## config.mk

```make
export PLATFORM = sky130hd
export DESIGN_NAME = command_line_edit_buffer_flat
export DESIGN_NICKNAME = d
export VERILOG_FILES = /design/src/hdl/cleb_pkg.sv /design/src/hdl/cleb_if.sv /design/src/hdl/cleb_line_ram.sv /design/src/hdl/cleb_addr_unit.sv /design/src/hdl/cleb_ctrl.sv /design/src/hdl/command_line_edit_buffer.sv /design/src/flat_wrapper.sv
export SDC_FILE = /design/constraint.sdc
export NUM_CORES = 1
export LEC_CHECK = 0
export BUFFER_PORTS_ARGS = -buffer_cell sky130_fd_sc_hd__buf_2
export CORE_ASPECT_RATIO = 0.9
export CORE_UTILIZATION = 55
export CTS_CLUSTER_SIZE = 20
export DETAILED_ROUTE_END_ITERATION = 10
export GPL_TIMING_DRIVEN = 0
export PLACE_DENSITY = 0.71
export SLEW_MARGIN = 20
export SYNTH_ARGS = -nofsm -noshare
export SYNTH_HDL_FRONTEND = slang
export SYNTH_SLANG_ARGS = --single-unit
```

## constraint.sdc

```tcl
create_clock -name i_clk -period 3.3 [get_ports i_clk]
set_input_delay 0.165 -clock i_clk [delete_from_list [all_inputs] [get_ports i_clk]]
set_output_delay 0.165 -clock i_clk [all_outputs]
set_load 0.01 [all_outputs]
```

## src/hdl/cleb_pkg.sv

```systemverilog
// shared types and constants of the command line edit buffer
// no dependencies
package cleb_pkg;

    localparam int LINE_CAPACITY_DEF = 64;

    localparam int KIND_W = 3;
    localparam int CHAR_W = 8;
    localparam int RIDX_W = 6;
    localparam int LEN_W  = 7;

    // command codes; code 7 means nothing and is refused
    typedef enum logic [KIND_W-1:0] {
        KIND_INSERT    = 3'd0,
        KIND_LEFT      = 3'd1,
        KIND_RIGHT     = 3'd2,
        KIND_DELETE    = 3'd3,
        KIND_BACKSPACE = 3'd4,
        KIND_CLEAR     = 3'd5,
        KIND_READ      = 3'd6
    } t_kind;

    typedef struct packed {
        logic              ok;
        logic [CHAR_W-1:0] char_out;
        logic [LEN_W-1:0]  line_length;
        logic [LEN_W-1:0]  cursor_out;
    } t_result;

endpackage

```

## src/hdl/cleb_if.sv

```systemverilog
// command and result channels of the command line edit buffer
// depends on cleb_pkg
interface cleb_cmd_if;
    logic                        valid;
    logic                        ready;
    logic [cleb_pkg::KIND_W-1:0] kind;
    logic [cleb_pkg::CHAR_W-1:0] char_in;
    logic [cleb_pkg::RIDX_W-1:0] read_index;

    modport source  (output valid, kind, char_in, read_index, input ready);
    modport sink    (input valid, kind, char_in, read_index, output ready);
endinterface

interface cleb_res_if;
    logic                        valid;
    logic                        ready;
    logic                        ok;
    logic [cleb_pkg::CHAR_W-1:0] char_out;
    logic [cleb_pkg::LEN_W-1:0]  line_length;
    logic [cleb_pkg::LEN_W-1:0]  cursor_out;

    modport source  (output valid, ok, char_out, line_length, cursor_out, input ready);
    modport sink    (input valid, ok, char_out, line_length, cursor_out, output ready);
endinterface

```

## src/hdl/cleb_line_ram.sv

```systemverilog
// line byte store: one write port, one read port with registered data
// depends on cleb_pkg
module cleb_line_ram #(
    parameter int DEPTH = cleb_pkg::LINE_CAPACITY_DEF,
    parameter int AW    = $clog2(cleb_pkg::LINE_CAPACITY_DEF)
) (
    input  logic                        i_clk,
    input  logic                        i_we,
    input  logic [AW-1:0]               i_waddr,
    input  logic [cleb_pkg::CHAR_W-1:0] i_wdata,
    input  logic                        i_re,
    input  logic [AW-1:0]               i_raddr,
    output logic [cleb_pkg::CHAR_W-1:0] o_rdata
);

    logic [cleb_pkg::CHAR_W-1:0] r_mem [DEPTH];
    logic [cleb_pkg::CHAR_W-1:0] r_rdata;

    always_ff @(posedge i_clk) begin
        if (i_we) begin
            r_mem[i_waddr] <= i_wdata;
        end
        if (i_re) begin
            r_rdata <= r_mem[i_raddr];
        end
    end

    assign o_rdata = r_rdata;

endmodule

```

## src/hdl/cleb_addr_unit.sv

```systemverilog
// shared address stepper: next address up or down and end-of-walk compare
// depends on nothing but its parameter
module cleb_addr_unit #(
    parameter int AW = 6
) (
    input  logic [AW-1:0] i_addr,
    input  logic [AW-1:0] i_last,
    input  logic          i_up,
    output logic [AW-1:0] o_next,
    output logic          o_hit
);

    // wraps past either end only on the final step, whose result is unused
    assign o_next = i_up ? (i_addr + AW'(1)) : (i_addr - AW'(1));
    assign o_hit  = (i_addr == i_last);

endmodule

```

## src/hdl/cleb_ctrl.sv

```systemverilog
// command sequencer: decodes a word, walks the shift loop, reads bytes
// depends on cleb_pkg, cleb_addr_unit, cleb_line_ram
module cleb_ctrl #(
    parameter int LINE_CAPACITY = cleb_pkg::LINE_CAPACITY_DEF
) (
    input  logic                        i_clk,
    input  logic                        i_rst_n,
    input  logic                        i_cmd_valid,
    output logic                        o_cmd_ready,
    input  logic [cleb_pkg::KIND_W-1:0] i_kind,
    input  logic [cleb_pkg::CHAR_W-1:0] i_char_in,
    input  logic [cleb_pkg::RIDX_W-1:0] i_read_index,
    output logic                        o_res_valid,
    input  logic                        i_res_ready,
    output cleb_pkg::t_result           o_res
);

    localparam int AW = $clog2(LINE_CAPACITY);
    localparam int CW = $clog2(LINE_CAPACITY + 1);
    localparam int LW = cleb_pkg::LEN_W;

    typedef enum logic [2:0] {
        S_IDLE,
        S_EXEC,
        S_SHIFT,
        S_DRAIN,
        S_PUT,
        S_RDWAIT,
        S_DONE
    } t_state;

    t_state                      r_state;
    cleb_pkg::t_kind             r_kind;
    logic [cleb_pkg::CHAR_W-1:0] r_char;
    logic [cleb_pkg::RIDX_W-1:0] r_ridx;
    logic [CW-1:0]               r_count;
    logic [CW-1:0]               r_cursor;
    logic [AW-1:0]               r_src;
    logic [AW-1:0]               r_dst;
    logic [AW-1:0]               r_wa;
    logic [AW-1:0]               r_last;
    logic                        r_up;
    logic                        r_pend;
    logic                        r_ok;
    logic [cleb_pkg::CHAR_W-1:0] r_cout;

    logic [AW-1:0]               addr_next;
    logic                        addr_hit;
    logic                        read_hit;
    logic                        ram_we;
    logic [AW-1:0]               ram_waddr;
    logic [cleb_pkg::CHAR_W-1:0] ram_wdata;
    logic                        ram_re;
    logic [AW-1:0]               ram_raddr;
    logic [cleb_pkg::CHAR_W-1:0] ram_rdata;

    cleb_addr_unit #(
        .AW (AW)
    ) u_addr (
        .i_addr (r_src),
        .i_last (r_last),
        .i_up   (r_up),
        .o_next (addr_next),
        .o_hit  (addr_hit)
    );

    cleb_line_ram #(
        .DEPTH (LINE_CAPACITY),
        .AW    (AW)
    ) u_ram (
        .i_clk   (i_clk),
        .i_we    (ram_we),
        .i_waddr (ram_waddr),
        .i_wdata (ram_wdata),
        .i_re    (ram_re),
        .i_raddr (ram_raddr),
        .o_rdata (ram_rdata)
    );

    assign read_hit = (LW'(r_ridx) < LW'(r_count));

    always_comb begin
        ram_re    = (r_state == S_SHIFT) ||
                    ((r_state == S_EXEC) && (r_kind == cleb_pkg::KIND_READ) && read_hit);
        ram_raddr = (r_state == S_SHIFT) ? r_src : AW'(r_ridx);
        ram_we    = ((r_state == S_SHIFT) && r_pend) || (r_state == S_DRAIN) ||
                    (r_state == S_PUT);
        ram_waddr = (r_state == S_PUT) ? AW'(r_cursor) : r_wa;
        ram_wdata = (r_state == S_PUT) ? r_char : ram_rdata;
    end

    always_ff @(posedge i_clk) begin
        if (!i_rst_n) begin
            r_state  <= S_IDLE;
            r_count  <= '0;
            r_cursor <= '0;
            r_pend   <= 1'b0;
            r_ok     <= 1'b0;
            r_cout   <= '0;
        end else begin
            unique case (r_state)
                S_IDLE: begin
                    if (i_cmd_valid) begin
                        r_kind  <= cleb_pkg::t_kind'(i_kind);
                        r_char  <= i_char_in;
                        r_ridx  <= i_read_index;
                        r_ok    <= 1'b0;
                        r_cout  <= '0;
                        r_pend  <= 1'b0;
                        r_state <= S_EXEC;
                    end
                end
                S_EXEC: begin
                    r_state <= S_DONE;
                    unique case (r_kind)
                        cleb_pkg::KIND_INSERT: begin
                            if (r_count < CW'(LINE_CAPACITY)) begin
                                if (r_cursor == r_count) begin
                                    r_state <= S_PUT;
                                end else begin
                                    r_src   <= AW'(r_count - CW'(1));
                                    r_dst   <= AW'(r_count);
                                    r_last  <= AW'(r_cursor);
                                    r_up    <= 1'b0;
                                    r_state <= S_SHIFT;
                                end
                            end
                        end
                        cleb_pkg::KIND_LEFT: begin
                            if (r_cursor != '0) begin
                                r_cursor <= r_cursor - CW'(1);
                                r_ok     <= 1'b1;
                            end
                        end
                        cleb_pkg::KIND_RIGHT: begin
                            if (r_cursor < r_count) begin
                                r_cursor <= r_cursor + CW'(1);
                                r_ok     <= 1'b1;
                            end
                        end
                        cleb_pkg::KIND_DELETE: begin
                            if (r_cursor < r_count) begin
                                r_ok    <= 1'b1;
                                r_count <= r_count - CW'(1);
                                if ((r_cursor + CW'(1)) != r_count) begin
                                    r_src   <= AW'(r_cursor + CW'(1));
                                    r_dst   <= AW'(r_cursor);
                                    r_last  <= AW'(r_count - CW'(1));
                                    r_up    <= 1'b1;
                                    r_state <= S_SHIFT;
                                end
                            end
                        end
                        cleb_pkg::KIND_BACKSPACE: begin
                            if (r_cursor != '0) begin
                                r_ok     <= 1'b1;
                                r_count  <= r_count - CW'(1);
                                r_cursor <= r_cursor - CW'(1);
                                if (r_cursor != r_count) begin
                                    r_src   <= AW'(r_cursor);
                                    r_dst   <= AW'(r_cursor - CW'(1));
                                    r_last  <= AW'(r_count - CW'(1));
                                    r_up    <= 1'b1;
                                    r_state <= S_SHIFT;
                                end
                            end
                        end
                        cleb_pkg::KIND_CLEAR: begin
                            r_count  <= '0;
                            r_cursor <= '0;
                            r_ok     <= 1'b1;
                        end
                        cleb_pkg::KIND_READ: begin
                            if (read_hit) begin
                                r_ok    <= 1'b1;
                                r_state <= S_RDWAIT;
                            end
                        end
                        default: begin
                            r_ok <= 1'b0;
                        end
                    endcase
                end
                S_SHIFT: begin
                    // read at src, write the previous read one slot over
                    r_wa   <= r_dst;
                    r_dst  <= r_src;
                    r_src  <= addr_next;
                    r_pend <= 1'b1;
                    if (addr_hit) begin
                        r_state <= S_DRAIN;
                    end
                end
                S_DRAIN: begin
                    r_pend  <= 1'b0;
                    r_state <= (r_kind == cleb_pkg::KIND_INSERT) ? S_PUT : S_DONE;
                end
                S_PUT: begin
                    r_count  <= r_count + CW'(1);
                    r_cursor <= r_cursor + CW'(1);
                    r_ok     <= 1'b1;
                    r_state  <= S_DONE;
                end
                S_RDWAIT: begin
                    r_cout  <= ram_rdata;
                    r_state <= S_DONE;
                end
                S_DONE: begin
                    if (i_res_ready) begin
                        r_state <= S_IDLE;
                    end
                end
                default: begin
                    r_state <= S_IDLE;
                end
            endcase
        end
    end

    assign o_cmd_ready          = (r_state == S_IDLE);
    assign o_res_valid          = (r_state == S_DONE);
    assign o_res.ok             = r_ok;
    assign o_res.char_out       = r_cout;
    assign o_res.line_length    = LW'(r_count);
    assign o_res.cursor_out     = LW'(r_cursor);

endmodule

```

## src/hdl/command_line_edit_buffer.sv

```systemverilog
// top level of the command line edit buffer: sequencer plus result register
// depends on cleb_pkg, cleb_if, cleb_ctrl
//
//  channel  | dir | payload                              | handshake
//  ---------+-----+--------------------------------------+------------------
//  i_cmd    | in  | kind, char_in, read_index            | valid & ready
//  o_res    | out | ok, char_out, line_length, cursor_out| valid & ready
//
// steps: each command goes from idle through exec to done; a read adds a wait
// for the registered byte; delete and backspace add a walk of k bytes through
// the line store, one slot per cycle (k at most LINE_CAPACITY - 1), and a
// drain; insert adds the same walk and drain and then a put of the new byte;
// with nothing to move the walk and drain are skipped; the next word is taken
// once the result has moved into the output register
// reset: synchronous, active low; clears length, cursor and all valid flags,
// line bytes are left as they are
// stalls: a held result does not block the next word, only the one after it
module command_line_edit_buffer #(
    parameter int LINE_CAPACITY = cleb_pkg::LINE_CAPACITY_DEF
) (
    input  logic            i_clk,
    input  logic            i_rst_n,
    cleb_cmd_if.sink        i_cmd,
    cleb_res_if.source      o_res
);

    cleb_pkg::t_result r_out;
    logic              r_out_valid;

    cleb_pkg::t_result res;
    logic              res_valid;
    logic              res_ready;

    // the sequencer hands over when the output register is empty or draining
    assign res_ready = !r_out_valid || o_res.ready;

    cleb_ctrl #(
        .LINE_CAPACITY (LINE_CAPACITY)
    ) u_ctrl (
        .i_clk        (i_clk),
        .i_rst_n      (i_rst_n),
        .i_cmd_valid  (i_cmd.valid),
        .o_cmd_ready  (i_cmd.ready),
        .i_kind       (i_cmd.kind),
        .i_char_in    (i_cmd.char_in),
        .i_read_index (i_cmd.read_index),
        .o_res_valid  (res_valid),
        .i_res_ready  (res_ready),
        .o_res        (res)
    );

    // output register parts the result side from the sequencer
    always_ff @(posedge i_clk) begin
        if (!i_rst_n) begin
            r_out_valid <= 1'b0;
        end else begin
            if (res_valid && res_ready) begin
                r_out_valid <= 1'b1;
            end else if (o_res.ready) begin
                r_out_valid <= 1'b0;
            end
        end
    end

    // payload needs no reset
    always_ff @(posedge i_clk) begin
        if (res_valid && res_ready) begin
            r_out <= res;
        end
    end

    assign o_res.valid       = r_out_valid;
    assign o_res.ok          = r_out.ok;
    assign o_res.char_out    = r_out.char_out;
    assign o_res.line_length = r_out.line_length;
    assign o_res.cursor_out  = r_out.cursor_out;

endmodule

```

## src/flat_wrapper.sv

```systemverilog
// flat-port wrapper written by rule: the top's interface ports become plain ports
module command_line_edit_buffer_flat 
#(
    parameter int LINE_CAPACITY = cleb_pkg::LINE_CAPACITY_DEF
)
  (i_clk, i_rst_n, i_cmd_valid, i_cmd_kind, i_cmd_char_in, i_cmd_read_index, i_cmd_ready, o_res_valid, o_res_ok, o_res_char_out, o_res_line_length, o_res_cursor_out, o_res_ready);
  cleb_cmd_if i_cmd_i ();
  cleb_res_if o_res_i ();
  input  logic i_clk;
  input  logic i_rst_n;
  input wire logic [$bits(i_cmd_i.valid)-1:0] i_cmd_valid;
  input wire logic [$bits(i_cmd_i.kind)-1:0] i_cmd_kind;
  input wire logic [$bits(i_cmd_i.char_in)-1:0] i_cmd_char_in;
  input wire logic [$bits(i_cmd_i.read_index)-1:0] i_cmd_read_index;
  output wire logic [$bits(i_cmd_i.ready)-1:0] i_cmd_ready;
  output wire logic [$bits(o_res_i.valid)-1:0] o_res_valid;
  output wire logic [$bits(o_res_i.ok)-1:0] o_res_ok;
  output wire logic [$bits(o_res_i.char_out)-1:0] o_res_char_out;
  output wire logic [$bits(o_res_i.line_length)-1:0] o_res_line_length;
  output wire logic [$bits(o_res_i.cursor_out)-1:0] o_res_cursor_out;
  input wire logic [$bits(o_res_i.ready)-1:0] o_res_ready;
  assign i_cmd_i.valid = i_cmd_valid;
  assign i_cmd_i.kind = i_cmd_kind;
  assign i_cmd_i.char_in = i_cmd_char_in;
  assign i_cmd_i.read_index = i_cmd_read_index;
  assign i_cmd_ready = i_cmd_i.ready;
  assign o_res_valid = o_res_i.valid;
  assign o_res_ok = o_res_i.ok;
  assign o_res_char_out = o_res_i.char_out;
  assign o_res_line_length = o_res_i.line_length;
  assign o_res_cursor_out = o_res_i.cursor_out;
  assign o_res_i.ready = o_res_ready;
  command_line_edit_buffer #(.LINE_CAPACITY(LINE_CAPACITY)) u_core (.i_clk(i_clk), .i_rst_n(i_rst_n), .i_cmd(i_cmd_i), .o_res(o_res_i));
endmodule
```

* After elaboration in Yosys (flattened, before gate mapping)
Memory sizes are Yosys's and may differ from the RTL's. A register that Yosys moved wholly into a read port is not among the register bits. Cells that the tools add are included.
Storage, ports and cells: output and inout port bits 25, bits in registers 93, logic and storage cells 168, memory bits (writable) 512, input bits 21, memories 1
Memories:
- u_core.u_ctrl.u_ram.r_mem | depth 64, width 8, read ports 1, clocked after memory_dff 1, write ports 1, line cleb_line_ram.sv:16 | logic [cleb_pkg::CHAR_W-1:0] r_mem [DEPTH];
Cells by class: reduce and logical (&&, ||, !) cells 32, magnitude comparators 3, multiplexer cells 68, equal/unequal tests 39, $add $sub $neg 6
Operator list (count):
- $mux 6 | 21
- $pmux 6 s3 | 3
- $pmux 7 s3 | 2
- $mux 7 | 4
- $pmux 7 s2 | 2
- $mux 3 | 9
- $ne 3x3->1 const B | 8
- $pmux 6 s2 | 2
- $ne 2x2->1 const B | 10
- $eq 3x3->1 const B | 6
- $pmux 3 s6 | 1
- $reduce_and 9->1 | 2
- $mux 8 | 2
- $pmux 8 s2 | 1
- $add 7x1->7 const B | 2
- $mux 1 | 14
- $ne 7x7->1 | 2
- $sub 7x1->7 const B | 2
- $eq 3x2->1 const B | 4
- $pmux 3 s4 | 1
- $pmux 1 s3 | 3
- $reduce_bool 3->1 | 3
- $ne 4x1->1 const B | 2
- $reduce_and 4->1 | 2
- other kinds (22) | 40

* Logic depth before layout (Yosys ltp)
Gate-level depths: netlist of run 1.
word-level depth 6, gate-level depth with buffers 12, mapped depth without buffers 10

* Cells and area by module
From an unflattened synthesis of run 1, not the netlist that was laid out.
Second synthesis, totals: cell total of the unflattened synthesis 1531, area, all modules 25597.0 um^2
By module, submodules not included:
- cleb_line_ram | times used 1, seq. area each 15615.0 um^2, cells an instance 972, area each 20270.7 um^2
- cleb_ctrl | times used 1, seq. area each 1801.7 um^2, cells an instance 503, area each 4332.9 um^2
- command_line_edit_buffer | times used 1, seq. area each 710.7 um^2, cells an instance 28, area each 748.2 um^2
- cleb_addr_unit | times used 1, seq. area each 0.0 um^2, cells an instance 28, area each 245.2 um^2

* Worst setup path before layout of run 1
OpenSTA, ideal clock, no wires.
path type register to register, start point register u_core.u_ctrl.r_state[1], end point memory u_core.u_ctrl.u_ram.r_mem[0][0] (netlist name) (data pin), setup time 0.356 ns, path slack 0.386 ns, cell stages (with the launch flop) 8, period minus slack after synthesis 2.914 ns, arrival 2.559 ns, buffers on the path 4, data required time 2.944 ns, cells stage by stage dfxtp_1 clkbuf_1 nor3b_1 clkbuf_1 clkbuf_1 clkbuf_1 nand2_1 nand2_1
Between the ends: word-level cells in the longest chain between the ends 2
Ends and longest elaborated chain:
- start: declaration | line cleb_ctrl.sv:32 | t_state r_state;
- start signal: assignment | line cleb_ctrl.sv:196 | r_state <= (r_kind == cleb_pkg::KIND_INSERT) ? S_PUT : S_DONE;
- $eq 3x3->1 | line cleb_ctrl.sv:89 | ram_wdata = (r_state == S_PUT) ? r_char : ram_rdata;
- $mux 8 | line cleb_ctrl.sv:89
- via u_core.u_ctrl.ram_wdata, one bit | line cleb_ctrl.sv:52 | logic [cleb_pkg::CHAR_W-1:0] ram_wdata;
- end: declaration | line cleb_line_ram.sv:16
The timed path passes the listed nets, and every way through them passes these cells.

* Worst setup path after layout of run 1
start point register u_core.u_ctrl.r_state[1], end point memory u_core.u_ctrl.u_ram.r_mem[20][2] (netlist name) (enable)
Between the ends: word-level cells in the longest chain between the ends 6, elaborated cells between the ends (all ways) 9, classes of those cells eq/ne (3); mux (3); reduce/logical (3)
Ends and longest elaborated chain:
- $eq 3x2->1 | line cleb_ctrl.sv:86 | ram_we = ((r_state == S_SHIFT) && r_pend) || (r_state == S_DRAIN) ||
- $logic_and 1x1->1 | line cleb_ctrl.sv:86
- $logic_or 1x1->1 (2 in series) | line cleb_ctrl.sv:86
- $mux 1 | line cleb_line_ram.sv:20 | if (i_we) begin
- $mux 1 (implied by the code) | line cleb_line_ram.sv:21 | r_mem[i_waddr] <= i_wdata;
Parallel ways exist; a longest one is shown, timed or not.

==> impl_results.rst, run 1 <==
.. list-table::
   :header-rows: 1

   * - Metric
     - Value
   * - Clock-pin slew on the worst setup and hold paths
     - 0.06 ns
   * - DIE HEIGHT
     - 206.6 um
   * - FMAX
     - 292.7 MHz
   * - Remaining DRCs
     - 0
   * - Fraction of layout instances using a drive strength above 1
     - 17.85%
   * - Endpoint of the worst register-to-register path
     - u_core.u_ctrl.u_ram.r_mem[20][2]
   * - Antenna diodes
     - 0
   * - H-Tree Level Count
     - 2
   * - Max stage delay cell, worst path
     - sky130_fd_sc_hd__nand2_1
   * - Layout Cell Area excl Fill
     - 29230 um^2
   * - Capturing element type of the critical path
     - flop
   * - Post-DR vias/cell
     - roughly 6.4
   * - Top-level port count
     - between 40 and 50
   * - Worst slew slack as a fraction of its limit
     - 23.52%
   * - Cells taking the most area after synthesis
     - sky130_fd_sc_hd__edfxtp_1 69%, sky130_fd_sc_hd__mux2i_1 5.2%, sky130_fd_sc_hd__a221oi_2 3.5%
   * - DP Cell Count
     - 2390
   * - Placer's final routability congestion estimate
     - around 1.0
   * - Routing usage on met2
     - 44.19%
   * - Overflow after GRT
     - 0
   * - Peak supply drop
     - ~0.55 mV
   * - Leading area contributor after synthesis
     - sky130_fd_sc_hd__edfxtp_1
   * - Filler-free cell count of the finished design
     - 2518
   * - TNS Setup
     - -11.07 ns
   * - TritonCTS clock tree
     - yes
   * - First-pass DRT Iterations
     - 9
   * - Synth cell types
     - 59
   * - Sequential share of the synthesized area
     - 70.86%
   * - Worst-case hold path end point
     - u_core.o_res.valid
   * - Category of the worst setup path launch point
     - flop
   * - Arrival time at the worst endpoint
     - 3.68 ns
   * - Delay contributed by the slowest stage of the critical path
     - 0.66 ns
   * - Post-Route WL
     - between 60000 and 70000 um
   * - Main synth FF type
     - sky130_fd_sc_hd__edfxtp_1
   * - DP Area
     - 26790 um^2
   * - Worst Max-Slew Pin Slew
     - 1.137 ns
   * - Combined area of all synthesized cells
     - 25580 um^2
   * - Post-route minimum period
     - about 3.4 ns
   * - Buf/Inv on CP
     - 2
   * - Origin of the critical flop-to-flop path
     - u_core.u_ctrl.r_state[1]
   * - Number of clock sinks seen by CTS
     - 613
   * - R2R Setup Slk
     - -0.12 ns
   * - Top cell by count, worst path
     - sky130_fd_sc_hd__clkbuf_1
   * - Number of synthesized register bits
     - 613
   * - Post-Synthesis Cells
     - around 1700
   * - Critical Setup Path Class
     - reg2reg
   * - Post-synth top area share
     - 68.67%
   * - Fraction of registers with async set/reset
     - 0%
   * - Core ar.
     - approximately 46000 um^2
   * - Power per cell area
     - 861.9 nW/um^2
   * - Synthesis warning total
     - 0
   * - Clock latency of the later-clocked register in the worst-skew pair
     - between 0.6 and 0.7 ns
   * - Aggregate global-route resource usage
     - 28.23%
   * - Delay-heaviest family, CP
     - simple AND/OR/NAND/NOR gates
   * - Final #Nets
     - between 1500 and 2000
   * - CTS Buf Count
     - 58
   * - Initial standard-cell utilization of the core
     - 56.04%
   * - Via count of the first global-routing pass
     - about 15000
   * - Max-cap check violation count
     - 0
   * - Number of enable-type register cells in the synthesized netlist
     - 585
   * - Violations in the final reports
     - setup timing
   * - Final core utilization
     - ~64%
   * - Antenna violations before repair
     - 3
   * - Number of nets produced by synthesis
     - 1774
   * - Critical Path, Cell by Cell
     - clkbuf_1, nor3b_2, clkbuf_1, nand3_1, o21ai_0, nand2_1, nor2_2
   * - Hold Startpoint
     - o_res_ready
   * - Largest net degree at the start of global routing
     - 65
   * - Count of vias placed by the detailed router
     - 16080
   * - Count of cells along the worst register-to-register path
     - 7
   * - Endpoints failing setup
     - 144
   * - Number of failing hold endpoints at the final stage
     - 0
   * - Met3 capacity usage during global routing
     - ~6.4%
   * - Met1 demand-to-capacity share in global routing
     - 39.03%
   * - Global-route wire length before repair
     - 97560 um
   * - Class of the most critical hold timing path
     - in2reg
   * - Chip Width
     - 229.3 um
   * - Port Buf Inserts
     - 44
   * - Total leakage power
     - 9.659 nW
   * - First DRT Iteration DRCs
     - 2195
   * - Most frequently used cell type in the post-synthesis netlist
     - sky130_fd_sc_hd__edfxtp_1
   * - Number of antenna-violating nets in the routed design
     - 0
   * - Largest fanout of any net on the critical path
     - 10
   * - Hold path depth
     - 4
   * - HPWL reported at the end of detailed placement
     - 43150 um
   * - Setup WS post-layout
     - -0.1159 ns
   * - Layout Area Growth over Synthesis
     - 14.24%
   * - Setup repair after global routing missed its margin
     - yes
   * - Mean Syn Cell Area
     - 14.78 um^2
   * - Clk Tree Root Cell
     - sky130_fd_sc_hd__clkbuf_16
   * - Cell Rows
     - 74
   * - WL/cell
     - 26.32 um
   * - Max-slew violations
     - 0
   * - Final clock skew
     - between 0.02 and 0.025 ns
   * - Number of buffers between clock root and the deepest sink
     - 3
   * - Period utilisation layout
     - 103.5%
   * - GRT busiest layer
     - met2
   * - Total die area
     - between 40000 and 50000 um^2
   * - Most instantiated cells after synthesis
     - 585 x sky130_fd_sc_hd__edfxtp_1, 133 x sky130_fd_sc_hd__mux2i_1, 124 x sky130_fd_sc_hd__o21ai_0, 117 x sky130_fd_sc_hd__nor2_1
   * - Data required time of the worst path
     - 3.57 ns
   * - Status
     - complete, but fails checks
-- cell type report --
cell class | instances | area (um^2)
Sequential cell | 613 | 18130
Fill cell | 3282 | 16420
Multi-Input combinational cell | 984 | 7199
Clock buffer | 78 | 1598
Tap cell | 608 | 760.7
Timing Repair Buffer | 73 | 618.1
Buffer | 113 | 565.5
Clock inverter | 28 | 274.0
Inverter | 21 | 82.58
-- state kept, by name, summed over array words and instances (netlist names), 6 cells and up --
register	flops
u_core.u_ctrl.r_cursor	7
u_core.u_ctrl.r_count	7
u_core.o_res.char_out	8
u_core.u_ctrl.r_src	6
u_core.u_ctrl.r_wa	6
u_core.u_ctrl.r_dst	6
u_core.u_ctrl.u_ram.o_rdata	8
u_core.u_ctrl.u_ram.r_mem	512
u_core.u_ctrl.r_last	6
u_core.o_res.cursor_out	7
u_core.o_res.line_length	7
u_core.u_ctrl.r_cout	8
u_core.u_ctrl.r_char	8
u_core.u_ctrl.r_ridx	6
-- where the power goes --
part,internal (mW),switching (mW)
sequential,10.1,0.240
combinational,2.42,5.81
clock,3.77,2.85
-- worst max path at each step --
stage,from,end,slack (ns),depth (start not counted)
after CTS,u_core.u_ctrl.r_state[1],u_core.u_ctrl.u_ram.r_mem[6][5],-0.05,7
after global routing,u_core.u_ctrl.r_state[1],u_core.u_ctrl.u_ram.r_mem[4][0],-0.28,7
after global placement,u_core.u_ctrl.r_state[1],u_core.u_ctrl.u_ram.r_mem[20][0],-1.82,7
final,u_core.u_ctrl.r_state[1],u_core.u_ctrl.u_ram.r_mem[20][2],-0.12,7
after floorplan,u_core.u_ctrl.r_state[1],u_core.u_ctrl.u_ram.r_mem[0][0],0.39,7
after detailed placement,u_core.u_ctrl.r_state[2],u_core.u_ctrl.u_ram.o_rdata[0],-0.68,10
-- timing repair --
| item | in CTS | in global routing |
|---|---|---|
| resized for setup | 24 | 89 |
| gates cloned | 0 | 0 |
| endpoints found under the setup margin | 840 | 938 |
| pin swaps | 1 | 3 |
| hold buffers | 19 | 0 |
| buffers inserted | 2 | 1 |
| endpoints found under the hold margin | 19 | 0 |
-- cell usage in the layout, fill, tap and decap left out, types with 19 or more instances in the layout --
master and count:
sky130_fd_sc_hd__nand4_1 19, sky130_fd_sc_hd__o21ai_1 35, sky130_fd_sc_hd__dlygate4sd3_1 19, sky130_fd_sc_hd__clkbuf_1 64
sky130_fd_sc_hd__a21oi_1 54, sky130_fd_sc_hd__a221oi_1 71, sky130_fd_sc_hd__dfxtp_1 28, sky130_fd_sc_hd__buf_2 77
sky130_fd_sc_hd__nand2_1 84, sky130_fd_sc_hd__a221oi_2 61, sky130_fd_sc_hd__nand3_1 90, sky130_fd_sc_hd__edfxtp_1 585
sky130_fd_sc_hd__nor2_1 62, sky130_fd_sc_hd__mux2i_1 132, sky130_fd_sc_hd__inv_1 19, sky130_fd_sc_hd__ha_1 21
sky130_fd_sc_hd__nor2_2 42, sky130_fd_sc_hd__clkbuf_16 59, sky130_fd_sc_hd__o21ai_0 123
-- stage by stage --
stage | total power [mW] | hold WS (ns) | setup WS, ns
after floorplan | 15.20 | 0.2639 | 0.3857
after global placement | 18.01 | 0.3430 | -1.820
after detailed placement | 18.28 | 0.3435 | -0.6832
after CTS | 24.93 | 0.006573 | -0.05154
after global routing | 26.01 | 0.03560 | -0.2811
final | 25.19 | 0.06706 | -0.1159
-- metal layers --
layer | wire, um | part of all wire (%)
met5 | 10 | 0.015
met4 | 2011 | 3.0
met3 | 6991 | 11
met2 | 30910 | 47
met1 | 26370 | 40
-- worst register-to-register path, stage by stage (launching register included) --
cell,delay [ns]
sky130_fd_sc_hd__dfxtp_1,0.33
sky130_fd_sc_hd__clkbuf_1,0.22
sky130_fd_sc_hd__nor3b_2,0.43
sky130_fd_sc_hd__clkbuf_1,0.40
sky130_fd_sc_hd__nand3_1,0.18
sky130_fd_sc_hd__o21ai_0,0.18
sky130_fd_sc_hd__nand2_1,0.66
sky130_fd_sc_hd__nor2_2,0.66
-- cells by family (layout without fill, tap and decap cells) --
group           Yosys count  count (layout)  share of synthesized area, %
simple gates            381             381                         6.901
xor+xnor                 29              29                        0.9928
buf+inv                 134             313                         2.367
fa+ha+maj                23              23                         1.144
compound gates          407             407                         12.04
mux                     144             144                         5.698
flops                   613             613                         70.86
Note: power is estimated with default switching activity, not from simulation.
==> run 2: changes to the inputs <==
BUFFER_PORTS_ARGS = -buffer_cell sky130_fd_sc_hd__buf_4   (was -buffer_cell sky130_fd_sc_hd__buf_2)
==> impl_results.rst, run 2 (synthesis results as in run 1) <==
.. list-table::
   :header-rows: 1

   * - Metric
     - Value
   * - H-Tree Level Count
     - 2 (unchanged)
   * - Chip Width
     - 229.3 um (unchanged)
   * - Number of failing hold endpoints at the final stage
     - 0 (unchanged)
   * - First DRT Iteration DRCs
     - 2041 (-7.0%)
   * - Delay-heaviest family, CP
     - simple AND/OR/NAND/NOR gates
   * - Total die area
     - 47380 um^2 (unchanged)
   * - Number of antenna-violating nets in the routed design
     - 0 (unchanged)
   * - DIE HEIGHT
     - 206.6 um (unchanged)
   * - Origin of the critical flop-to-flop path
     - u_core.u_ctrl.r_state[1]
   * - Top cell by count, worst path
     - sky130_fd_sc_hd__clkbuf_1
   * - TNS Setup
     - -10.32 ns (+0.7580 ns)
   * - Overflow after GRT
     - 0 (unchanged)
   * - Layout fillers
     - 3304 (+0.67%)
   * - Combined flip-flop and latch cell area
     - 18130 um^2 (unchanged)
   * - Critical Path, Cell by Cell
     - clkbuf_1, nor3b_2, clkbuf_1, nand3_1, o21ai_0, nand2_1, nor2_2
   * - Port Buf Inserts
     - 44 (unchanged)
   * - Total leakage power
     - 9.725 nW (+0.68%)
   * - Most common cell after layout, fill and taps aside
     - sky130_fd_sc_hd__edfxtp_1
   * - Max-slew violations
     - 0 (unchanged)
   * - Final #Nets
     - 1902 (-0.26%)
   * - Via count of the first global-routing pass
     - 15520 (+0.26%)
   * - Final clock skew
     - 0.03363 ns (+0.01036 ns)
   * - Post-DR vias/cell
     - 6.321 (-1.0%)
   * - Capturing element type of the critical path
     - flop
   * - First-pass DRT Iterations
     - 6 (-3)
   * - Endpoint of the worst register-to-register path
     - u_core.u_ctrl.u_ram.r_mem[20][7]
   * - Critical Setup Path Class
     - reg2reg
   * - Top-level port count
     - 46 (unchanged)
   * - Post-route minimum period
     - 3.447 ns (+0.03070 ns)
   * - TritonCTS clock tree
     - yes
   * - Number of clock sinks seen by CTS
     - 613 (unchanged)
   * - Max-cap check violation count
     - 0 (unchanged)
   * - Worst slew slack as a fraction of its limit
     - 29.16% (+5.6 points)
   * - Buf/Inv on CP
     - 2 (unchanged)
   * - Largest fanout of any net on the critical path
     - 10 (unchanged)
   * - Class of the most critical hold timing path
     - in2reg
   * - Data required time of the worst path
     - 3.58 ns (about the same)
   * - Setup slack at placement
     - -0.7076 ns (-0.02442 ns)
   * - Max stage delay cell, worst path
     - sky130_fd_sc_hd__nand2_1
   * - Category of the worst setup path launch point
     - flop
   * - Count of cells along the worst register-to-register path
     - 7 (unchanged)
   * - Power per cell area
     - 862.6 nW/um^2 (about the same)
   * - CTS Buf Count
     - 59 (+1.7%)
   * - Post-Route WL
     - 66320 um (about the same)
   * - Worst Max-Slew Pin Slew
     - 1.060 ns (-0.07735 ns)
   * - Power after layout
     - 25.26 mW (+0.29%)
   * - Delay contributed by the slowest stage of the critical path
     - 0.69 ns (+0.03 ns)
   * - Setup repair after global routing missed its margin
     - yes
   * - Number of flip-flops in the largest register
     - 512 (unchanged)
   * - Layout Area Growth over Synthesis
     - 14.49%
   * - Fraction of layout instances using a drive strength above 1
     - 17.86% (about the same)
   * - Violations in the final reports
     - setup timing
   * - FMAX
     - 290.1 MHz (-0.89%)
   * - Core ar.
     - 45650 um^2 (unchanged)
   * - Status
     - complete, but fails checks
   * - Peak supply drop
     - 0.6773 mV (+23%)
   * - Endpoints failing setup
     - 115 (-20%)
   * - Cell Rows
     - 74 (unchanged)
   * - Multi-input gate area
     - 7161 um^2 (-0.54%)
   * - Placer's final routability congestion estimate
     - 0.9808 (-1.6%)
   * - Global-route wire length before repair
     - 96950 um (-0.62%)
   * - R2R Setup Slk
     - -0.15 ns (-0.03 ns)
   * - Aggregate global-route resource usage
     - 28.19% (-0.036 points)
   * - Tightest hold margin
     - 0.02229 ns (-0.04476 ns)
   * - Initial standard-cell utilization of the core
     - 56.04% (unchanged)
   * - Largest net degree at the start of global routing
     - 65 (unchanged)
   * - Commonest cells after routing, fill and taps aside
     - 585 x sky130_fd_sc_hd__edfxtp_1, 132 x sky130_fd_sc_hd__mux2i_1, 122 x sky130_fd_sc_hd__o21ai_0
   * - Period utilisation layout
     - 104.4% (+0.93 points)
   * - Clk Tree Root Cell
     - sky130_fd_sc_hd__clkbuf_16
   * - Remaining DRCs
     - 0 (unchanged)
   * - Setup WS post-layout
     - -0.1466 ns (-0.03070 ns)
   * - Clock latency of the later-clocked register in the worst-skew pair
     - 0.65 ns (+0.02 ns)
   * - Hold path depth
     - 4 (unchanged)
   * - Count of vias placed by the detailed router
     - 15890 (-1.2%)
   * - Number of buffers between clock root and the deepest sink
     - 3 (unchanged)
   * - Arrival time at the worst endpoint
     - 3.73 ns (+0.05 ns)
   * - Largest register by flop count
     - u_core.u_ctrl.u_ram.r_mem
   * - Antenna violations before repair
     - 4 (+1)
   * - HPWL reported at the end of detailed placement
     - 43260 um (+0.26%)
   * - WL/cell
     - 26.38 um (+0.21%)
   * - Clock-pin slew on the worst setup and hold paths
     - 0.06 ns (about the same)
   * - Worst-case hold path end point
     - u_core.o_res.valid
   * - Hold Startpoint
     - o_res_ready
==> run 2: cell count changes in the layout (fill, tap and decap cells not counted), moves of 3 or more <==
cell / before / now
sky130_fd_sc_hd__buf_2: 77 / 32
sky130_fd_sc_hd__buf_4: 7 / 48
sky130_fd_sc_hd__nor2_4: 13 / 3
sky130_fd_sc_hd__clkbuf_1: 64 / 58
sky130_fd_sc_hd__clkinv_2: 4 / 10
sky130_fd_sc_hd__nor2_1: 62 / 68
sky130_fd_sc_hd__clkinvlp_4: 4 / 0
sky130_fd_sc_hd__nor2_2: 42 / 46
sky130_fd_sc_hd__clkbuf_4: 5 / 8
==> run 2: worst max-delay path by stage <==
stage | start | to | slack, ns | depth (start not counted)
floorplan | u_core.u_ctrl.r_state[1] | u_core.u_ctrl.u_ram.r_mem[0][0] | 0.39 | 7
global placement | u_core.u_ctrl.r_state[1] | u_core.u_ctrl.u_ram.r_mem[28][0] | -1.85 | 7
finish | u_core.u_ctrl.r_state[1] | u_core.u_ctrl.u_ram.r_mem[20][7] | -0.15 | 7
global route | u_core.u_ctrl.r_state[1] | u_core.u_ctrl.u_ram.r_mem[4][5] | -0.26 | 7
detailed placement | u_core.u_ctrl.r_state[2] | u_core.u_ctrl.u_ram.o_rdata[3] | -0.71 | 10
CTS | u_core.u_ctrl.r_state[1] | u_core.u_ctrl.u_ram.r_mem[52][5] | -0.12 | 7
==> run 2: metal layers <==
| metal | up-vias | wire length, um | GRT usage (%) |
|---|---|---|---|
| li1 | 7090 | - | - |
| met1 | 7826 | 26590 | 38.32 |
| met2 | 817 | 30490 | 43.89 |
| met3 | 155 | 6932 | 6.882 |
| met4 | 2 | 2235 | 11.57 |
| met5 | - | 76 | 1.210 |
==> run 2: area by class of cell <==
class,instances,area share [%]
diodes,2,0.01709
flip-flops and latches,613,61.89
clock buffers,76,5.541
plain buffers,111,1.910
clock inverters,30,1.128
well taps,608,2.597
repair buffers,69,2.196
multi-input cells,984,24.45
inverters,21,0.2691
==> run 2: what timing repair did <==
item | CTS | global route
pin swaps | 1 | 0
hold buffers | 18 | 0
setup endpoints to repair | 860 | 947
resized for setup | 14 | 86
cloned | 0 | 0
buffers inserted | 2 | 0
hold endpoints to repair | 18 | 0
==> run 2: metrics by stage <==
| step | std cells | utilization [%] | area [um^2] |
|---|---|---|---|
| 3_3_place_gp | 2383 | 58.43 | 26670 |
| 2_1_floorplan | 1731 | - | 25580 |
| 3_5_place_dp | 2388 | 58.84 | 26860 |
| 5_1_grt | 2513 | 64.16 | 29290 |
| 6_report | 2514 | 64.16 | 29290 |
| 4_1_cts | 2514 | 63.71 | 29080 |
==> run 2: worst register-to-register path, cell delays in order (launching register included) <==
cell                       delay (ns)
sky130_fd_sc_hd__dfxtp_1         0.31
sky130_fd_sc_hd__clkbuf_1        0.22
sky130_fd_sc_hd__nor3b_2         0.43
sky130_fd_sc_hd__clkbuf_1        0.45
sky130_fd_sc_hd__nand3_1         0.19
sky130_fd_sc_hd__o21ai_0         0.16
sky130_fd_sc_hd__nand2_1         0.69
sky130_fd_sc_hd__nor2_2          0.66
==> run 2: power by group <==
| group | switching (mW) | total (mW) | internal [mW] |
|---|---|---|---|
| clock | 2.88 | 6.81 | 3.93 |
| sequential | 0.243 | 10.3 | 10.1 |
| combinational | 5.76 | 8.10 | 2.35 |
